**src/rtl/ppp_pkg.sv**
```systemverilog
// Shared constants and pipeline word types for the point projection block.
`default_nettype none
package ppp_pkg;

   // Register indexes on the csr port
   localparam logic [2:0] REG_FOCAL_X   = 3'd0;
   localparam logic [2:0] REG_FOCAL_Y   = 3'd1;
   localparam logic [2:0] REG_CENTER_X  = 3'd2;
   localparam logic [2:0] REG_CENTER_Y  = 3'd3;
   localparam logic [2:0] REG_ROT_ROW0  = 3'd4;
   localparam logic [2:0] REG_ROT_ROW1  = 3'd5;
   localparam logic [2:0] REG_ROT_ROW2  = 3'd6;
   localparam logic [2:0] REG_TRANSLATE = 3'd7;

   // Register reset values (identity rotation, no translation)
   localparam logic [15:0] FOCAL_X_RST  = 16'd8192;
   localparam logic [15:0] FOCAL_Y_RST  = 16'd8192;
   localparam logic [15:0] CENTER_X_RST = 16'd5120;
   localparam logic [15:0] CENTER_Y_RST = 16'd3840;
   localparam logic [47:0] ROT_ROW0_RST = 48'h0000_0000_4000;
   localparam logic [47:0] ROT_ROW1_RST = 48'h0000_4000_0000;
   localparam logic [47:0] ROT_ROW2_RST = 48'h4000_0000_0000;
   localparam logic [62:0] TRANS_RST    = 63'd0;

   // Quotient bits produced by the divider chain
   localparam int QUO_BITS = 21;

   localparam logic signed [19:0] PIX_MAX = 20'sd524287;
   localparam logic signed [19:0] PIX_MIN = -20'sd524288;
   localparam logic signed [20:0] DEP_MAX = 21'sd1048575;
   localparam logic signed [20:0] DEP_MIN = -21'sd1048576;

   // One lane of the rounding divider
   typedef struct packed {
      logic [56:0]         rem;   // running remainder of 2|n| + d
      logic [40:0]         den;   // 2d
      logic [QUO_BITS-1:0] quo;
      logic                ovf;   // quotient too large for the pixel range
      logic                neg;   // numerator was negative
   } div_lane_type;

   typedef struct packed {
      div_lane_type        u;
      div_lane_type        v;
      logic signed [20:0]  depth;
      logic                front;
   } div_word_type;

endpackage
`default_nettype wire

```
**src/rtl/ppp_div_step.sv**
```systemverilog
// One restoring step of the rounding divider: settles one quotient bit.
`default_nettype none
module ppp_div_step
   import ppp_pkg::*;
#(
   parameter int BIT = 0
)
(
   input  wire div_lane_type lane_in,
   output div_lane_type      lane_out
);

   logic [61:0] trial;
   logic [61:0] rem_ext;

   assign trial   = 62'(lane_in.den) << BIT;
   assign rem_ext = 62'(lane_in.rem);

   always_comb begin
      lane_out = lane_in;
      if (rem_ext >= trial) begin
         lane_out.rem      = lane_in.rem - trial[56:0];
         lane_out.quo[BIT] = 1'b1;
      end
   end

endmodule
`default_nettype wire

```
**config.mk**
```make
export PLATFORM = sky130hd
export DESIGN_NAME = ppp_div_step
export DESIGN_NICKNAME = d
export VERILOG_FILES = /design/src/rtl/ppp_pkg.sv /design/src/rtl/ppp_div_step.sv
export SDC_FILE = /design/constraint.sdc
export NUM_CORES = 1
export LEC_CHECK = 0
export ABC_AREA = 1
export BUFFER_PORTS_ARGS = -buffer_cell sky130_fd_sc_hd__buf_4
export CELL_PAD_IN_SITES_DETAIL_PLACEMENT = 1
export CELL_PAD_IN_SITES_GLOBAL_PLACEMENT = 2
export CORE_ASPECT_RATIO = 1.5
export CORE_UTILIZATION = 23
export DETAILED_ROUTE_END_ITERATION = 8
export PLACE_DENSITY = 0.88
export SYNTH_ARGS = -nofsm -noshare
export SYNTH_HDL_FRONTEND = slang
export SYNTH_SLANG_ARGS = --single-unit
```
**constraint.sdc**
```tcl
create_clock -name vclk -period 3.05
set_input_delay 0.61 -clock vclk [all_inputs]
set_output_delay 0.61 -clock vclk [all_outputs]
set_load 0.03 [all_outputs]
```
After elaboration in Yosys (flattened, before gate mapping)
Index checks and enable logic that the tools add are counted.
{"block": "op_classes", "n_addsub": 1, "order_cmp": 1, "mux": 2}
{"cell": "$ge 57x41->1", "count": 1}
{"cell": "$mux 57", "count": 1}
{"cell": "$sub 57x41->57", "count": 1}
{"cell": "$mux 1", "count": 1}
{"block": "totals", "output_inout_bits": 121, "register_bits": 0, "elab_cells": 4, "input_bits": 121}

Logic depth before layout (Yosys ltp)
Gate-level depths: netlist of run 1.
{"block": "depth", "word_depth": 2, "ltp_mapped": 16, "mapped_depth_nobuf": 15}

Worst setup path before layout of run 1
Ideal clock, no wire load.
{"block": "synth_path", "kind": "input port to output port", "startpoint": "in lane_in[64] in the netlist's numbering", "endpoint": "out lane_out[84] in the netlist's numbering", "n_path_buf": 0, "stages": 11, "path_slack_ns": 0.162, "t_arrival_ns": 2.278, "required_time_ns": 2.440, "cell_sequence": "inv_1 -> ha_1 -> inv_1 -> fa_1 -> nand2_1 -> nand3_1 -> and2_1 -> nand3_1 -> nand3_1 -> xnor2_1 -> o21ai_2"}
{"item": "start: declaration", "line_no": "ppp_div_step.sv:9", "text": "input wire div_lane_type lane_in,"}
{"item": "end: declaration", "line_no": "ppp_div_step.sv:10", "text": "output div_lane_type lane_out"}

==> key figures, run 1 <==
Finish
  • Number of nets in the layout: ~1.8k
  • Count of clock-net buffers in the final layout: 0
  • Final instance area: 12,000 sq um
  • Combined flip-flop and latch cell area: 0 sq um
  • Area grow syn2layout: 101%
  • Number of antenna repair diodes: 0
  • Non-filler cells in the finished layout: roughly 2.0k
  • Number of sequential cells: 0
  • Share of post-route cells with drive strength above 1: 0.529
  • End-of-flow core utilization: 0.475

Min path
  • Class of the tightest hold or removal check: in2out
  • Hold path startpoint: lane_in[14]

Setup path
  • Biggest fanout along the worst timing path: 5
  • Crit path cell chain: buf_4 > inv_2 > ha_4 > nand2_1 > nand2_1 > buf_4 > or2_2 > nand3b_1 > nand3_1 > buf_6 > nand2_1 > nand2_1 > nand2_1 > nand3_2 > nand2_2 > buf_6
  • Cell family contributing the most delay on the critical path: simple AND/OR/NAND/NOR gates
  • Category of the worst setup path capture point: output pin
  • Buf+Inv Stages, Crit Path: 5
  • Slowest stage cell, crit path: sky130_fd_sc_hd__or2_2
  • Launching instance or port of the critical path: lane_in[25]
  • Path type of the worst setup path: in2out
  • Data arrival time of the worst path: approximately 2.7 ns
  • Required @ worst endpoint: ~2.4 ns
  • Stage delay of the slowest cell on the critical path: ~0.34 ns
  • Cell repeated most along the worst path: sky130_fd_sc_hd__nand2_1
  • Type of origin of the critical path: input port

Yosys
  • Most frequent cells after synthesis: sky130_fd_sc_hd__nand2_1, sky130_fd_sc_hd__inv_1, sky130_fd_sc_hd__nor2_1
  • Adder-cell area share of the yosys netlist: 0.0894
  • Synthesized netlist net count: between 1k and 1.5k
  • Sequential cell area fraction in the yosys report: 0
  • Post-synth top area share: 0.291
  • Simple-gate share of the synthesized area: 0.526
  • Distinct cell type count of the synthesized netlist: 33
  • Post-synthesis average cell area: between 4 and 5 sq um
  • Yosys Warn Count: 0
  • Top-count cell post-synth: sky130_fd_sc_hd__nand2_1
  • Dominant cells by area after synthesis: sky130_fd_sc_hd__nand2_1, sky130_fd_sc_hd__inv_1, sky130_fd_sc_hd__ha_1
  • Cell area after synthesis: 5960 sq um
  • Main combinational cell family by area after synthesis: simple AND/OR/NAND/NOR gates
  • Synth area leader: sky130_fd_sc_hd__nand2_1
  • Post-synthesis compound-gate area fraction: 0.0781
  • Synthesized-area fraction occupied by xor and xnor cells: 0.0367
  • Multiplexer fraction of the synthesized cell area: 0
  • Synthesized instance count: around 1.2k

Run
  • Maximum capacitance violations: 0

Global routing
  • Via count of the first global-routing pass: between 9k and 10k
  • Global-route wire length before repair: 50,400 um
  • Largest net degree at the start of global routing: 18
  • Global router's overall resource usage: 0.245
  • Initial antenna violation count: 0
  • Overflow left after global routing: 0

Timing
  • Min cycle time layout: roughly 3.3 ns
  • Pin slew with the least headroom to its limit: between 0.4 and 0.5 ns
  • Setup TNS Final: -11.53 ns
  • Max-slew violation total from the final report: 0
  • Maximum clock rate: approximately 300 MHz
  • Fraction of the cycle the final worst path needs: 1.08
  • Unrepaired setup endpoints after global routing: true
  • Headroom to the max-slew limit: 0.721
  • Count of endpoints failing hold in the final timing report: 0
  • Final setup viols: 58
  • Setup slack of the critical path after layout: -0.254 ns

Route
  • Via-to-Cell Ratio: between 4 and 5
  • Number of iterations in the first detailed-routing pass: 4
  • Detailed-route via count: approximately 9k
  • Routed wire length per instance: about 18 um
  • DRC violation total after the first TritonRoute iteration: between 200 and 250
  • Number of DRC violations after detailed routing: 0
  • Sum of routed wire length over all layers: 35,800 um
  • Detail Route Antenna Nets: 0

Power and ir drop
  • Final Power: 0.00266 W
  • Lkg Pwr: 6.61 nW
  • Maximum vdd ir drop: about 0.12 mV
  • Total power density per cell area: about 220 nW/um^2

Floorplanning
  • Core area: between 20,000 and 30,000 sq um
  • Width of the die: around 130 um
  • Initial core utilization: 0.236
  • Total die area: 26,600 sq um
  • Die extent in y: 199 um
  • Number of standard-cell rows in the floorplan: 71
  • Top-level I/O count: around 240

Status
  • Violations in the final reports: setup timing
  • Status: finished, violations left

Placed design
  • Post-Place Cell Area: between 9000 and 10,000 sq um
  • Placed wire-length estimate after detailed placement: 27,500 um
  • Dpl cells: between 1.5k and 2k
  • IO buf count: between 150 and 200
  • RePlAce Congestion: 0.890
[cells by family (layout without fill, tap and decap cells)]
kind of cell,after synthesis,in the layout
xor+xnor,25,25
simple gates,725,725
fa+ha+maj,42,42
compound gates,68,68
buf+inv,346,806
[through the flow]
step | hold WS (ns) | setup WS, ns
5_1_grt | 1.22 | -0.366
3_3_place_gp | 1.22 | -0.561
6_report | 1.22 | -0.254
4_1_cts | 1.22 | -0.218
3_5_place_dp | 1.22 | -0.604
2_1_floorplan | 1.35 | 0.162
[placed cells by master (no fill, tap or decap), drive strengths merged]
| cell type | instances |
|---|---|
| nand2 | 499 |
| or2 | 2 |
| and2 | 4 |
| nand3 | 60 |
| o21ai | 33 |
| clkinv | 2 |
| o21a | 1 |
| xor2 | 3 |
| nor2 | 113 |
| buf | 527 |
| nor3 | 7 |
| and3 | 4 |
| nor4 | 3 |
| a21boi | 1 |
| clkbuf | 3 |
| xnor2 | 22 |
| o211ai | 1 |
| o21bai | 2 |
| nand4 | 17 |
| nand3b | 16 |
| inv | 274 |
| fa | 1 |
| a21oi | 30 |
| ha | 41 |
[report_power, final]
| part | switching (W) | internal, W |
|---|---|---|
| clock network | 0 | 0 |
| logic | 0.00143 | 0.00123 |
| registers | 0 | 0 |
| total | 0.00143 | 0.00123 |
[area by class of cell]
class	instances	area [sq um]
Multi-Input combinational cell	860	5860
Tap cell	328	410
Fill cell	3313	13300
Timing Repair inverter	2	22.5
Timing Repair Buffer	530	4600
Inverter	274	1080
[final timing paths]
kind	to	cells after the start
worst max-delay path	lane_out[91]	16
worst min-delay path	lane_out[14]	0
[layer usage]
layer,track usage,share of wire
met5,0,0
met4,0.164,0.077
met3,0.0107,0.031
met2,0.506,0.56
met1,0.230,0.33
[timing repair]
item,in CTS,in global routing
hold buffers,0,0
setup buffers,37,14
setup endpoints to repair,58,58
hold endpoints to repair,0,0
pin swaps,54,55
gates cloned,4,4
gates resized for setup,340,136
No activity file was read; power rests on OpenSTA's default activity.
==> inputs of run 2 (changes only) <==
Settings changed: RECOVER_POWER from default to 50.
==> run 2 against run 1 <==
Net effect:
- the flow still finishes with violations (setup timing)
- hold slack unchanged
- final cell count is the same
- design area shrank 0.25%
- non-clock buffer count stayed put
- die area unchanged
- flip-flop and latch count did not move
- fmax shrank 0.11%
- sequential share of layout area unchanged
- count of clock-buffer cells in the layout unchanged
- largest cell class unchanged
- highest routed layer unchanged
==> key figures, run 2 (synthesis gave the netlist of run 1 again) <==
Route
  • Detailed-route via count: just over 9k
  • Sum of routed wire length over all layers: about 36,000 um
  • Via-to-Cell Ratio: ~4.6
  • Number of DRC violations after detailed routing: 0
  • Routed wire length per instance: ~18 um
  • Number of iterations in the first detailed-routing pass: 4
  • Detail Route Antenna Nets: 0
  • DRC violation total after the first TritonRoute iteration: ~250

Finish
  • Commonest cells after routing, fill and taps aside: sky130_fd_sc_hd__buf_4, sky130_fd_sc_hd__nand2_1, sky130_fd_sc_hd__inv_1
  • Combined flip-flop and latch cell area: 0 sq um
  • Most common cell after layout, fill and taps aside: sky130_fd_sc_hd__buf_4
  • Count of clock-net buffers in the final layout: 0
  • Number of sequential cells: 0
  • Number of antenna repair diodes: 0
  • Share of post-route cells with drive strength above 1: 0.525
  • Number of nets in the layout: roughly 1.8k
  • Non-filler cells in the finished layout: roughly 2k
  • Area grow syn2layout: 100%

Timing
  • Setup TNS Final: -11.63 ns
  • Final setup viols: 58
  • Count of endpoints failing hold in the final timing report: 0
  • Pin slew with the least headroom to its limit: 0.417 ns
  • Setup slack of the critical path after layout: -0.258 ns
  • Unrepaired setup endpoints after global routing: true
  • Maximum clock rate: just over 300 MHz
  • Min cycle time layout: about 3.3 ns
  • Max-slew violation total from the final report: 0
  • Headroom to the max-slew limit: 0.721
  • Fraction of the cycle the final worst path needs: 1.08

Min path
  • Class of the tightest hold or removal check: in2out
  • Number of cells traversed by the worst hold path: 0
  • Hold path startpoint: lane_in[14]

Setup path
  • Cell repeated most along the worst path: sky130_fd_sc_hd__nand2_1
  • Data arrival time of the worst path: roughly 2.7 ns
  • Cell family contributing the most delay on the critical path: simple AND/OR/NAND/NOR gates
  • Type of origin of the critical path: input port
  • Path type of the worst setup path: in2out
  • Category of the worst setup path capture point: output pin
  • Stage delay of the slowest cell on the critical path: 0.34 ns
  • Biggest fanout along the worst timing path: 5
  • Launching instance or port of the critical path: lane_in[25]
  • Buf+Inv Stages, Crit Path: 5
  • Slowest stage cell, crit path: sky130_fd_sc_hd__or2_2
  • Crit path cell chain: buf_4 > inv_2 > ha_4 > nand2_1 > nand2_1 > buf_4 > or2_2 > nand3b_1 > nand3_1 > buf_6 > nand2_1 > nand2_1 > nand2_1 > nand3_2 > nand2_2 > buf_6
  • Required @ worst endpoint: 2.44 ns
  • Crit. path cell count: 16

Floorplanning
  • Core area: between 20,000 and 30,000 sq um
  • Die extent in y: roughly 200 um
  • Total die area: ~27,000 sq um
  • Initial core utilization: 0.236
  • Top-level I/O count: 242
  • Width of the die: around 130 um
  • Number of standard-cell rows in the floorplan: 71

Power and ir drop
  • Maximum vdd ir drop: around 0.12 mV
  • Lkg Pwr: roughly 6.6 nW
  • Total power density per cell area: about 220 nW/um^2

Global routing
  • Largest net degree at the start of global routing: 18
  • Initial antenna violation count: 0
  • Global router's overall resource usage: 0.245
  • Overflow left after global routing: 0
  • Global-route wire length before repair: approximately 50,000 um
  • Via count of the first global-routing pass: between 9k and 10k

Placed design
  • IO buf count: slightly below 200
  • RePlAce Congestion: 0.890
  • Dpl cells: about 1.9k
  • Placed wire-length estimate after detailed placement: 27,500 um

Status
  • Violations in the final reports: setup timing
  • Status: finished, violations left

Run
  • Maximum capacitance violations: 0
[run 2: changes by cell type in the layout (fill, tap and decap cells not counted), sizes merged]
| cell | delta |
|---|---|
| buf | -8 |
| clkbuf | +8 |
[run 2: power by group]
group | switching (W) | internal, W
clock network | 0 | 0
logic | 0.00143 | 0.00123
registers | 0 | 0
total | 0.00143 | 0.00123
[run 2: final cells by class]
class / instances / area (sq um)
Inverter: 274 / 1080
Timing Repair Buffer: 530 / 4570
Timing Repair inverter: 2 / 22.5
Multi-Input combinational cell: 860 / 5860
Fill cell: 3318 / 13300
Tap cell: 328 / 410
[run 2: worst paths after layout]
check      endpoint  slack (ns)
max    lane_out[91]       -0.26
min    lane_out[14]        1.22
[run 2: through the flow]
step / instance area, sq um / hold WS (ns) / power [W] / util / setup WS [ns]
global placement: 9420 / 1.22 / 0.00207 / 0.373 / -0.561
floorplan: 5960 / 1.35 / 0.00113 / - / 0.162
detailed placement: 9420 / 1.22 / 0.00210 / 0.373 / -0.604
CTS: 11300 / 1.22 / 0.00250 / 0.447 / -0.218
global route: 11900 / 1.22 / 0.00282 / 0.473 / -0.366
finish: 11900 / 1.22 / 0.00266 / 0.473 / -0.258
[run 2: metal layers]
metal  vias up  global-route usage  part of all wire
li1       4453                   -                 -
met1      4294               0.230              0.33
met2       269               0.506              0.56
met3       125              0.0107             0.029
met4         0               0.164             0.079
met5         -                   0                 0
[run 2: repair_timing]
action	CTS	global route
setup buffers	37	14
pin swaps	54	55
endpoints found under the setup margin	58	58
hold buffers	0	0
resized for setup	340	136
cloned	4	4
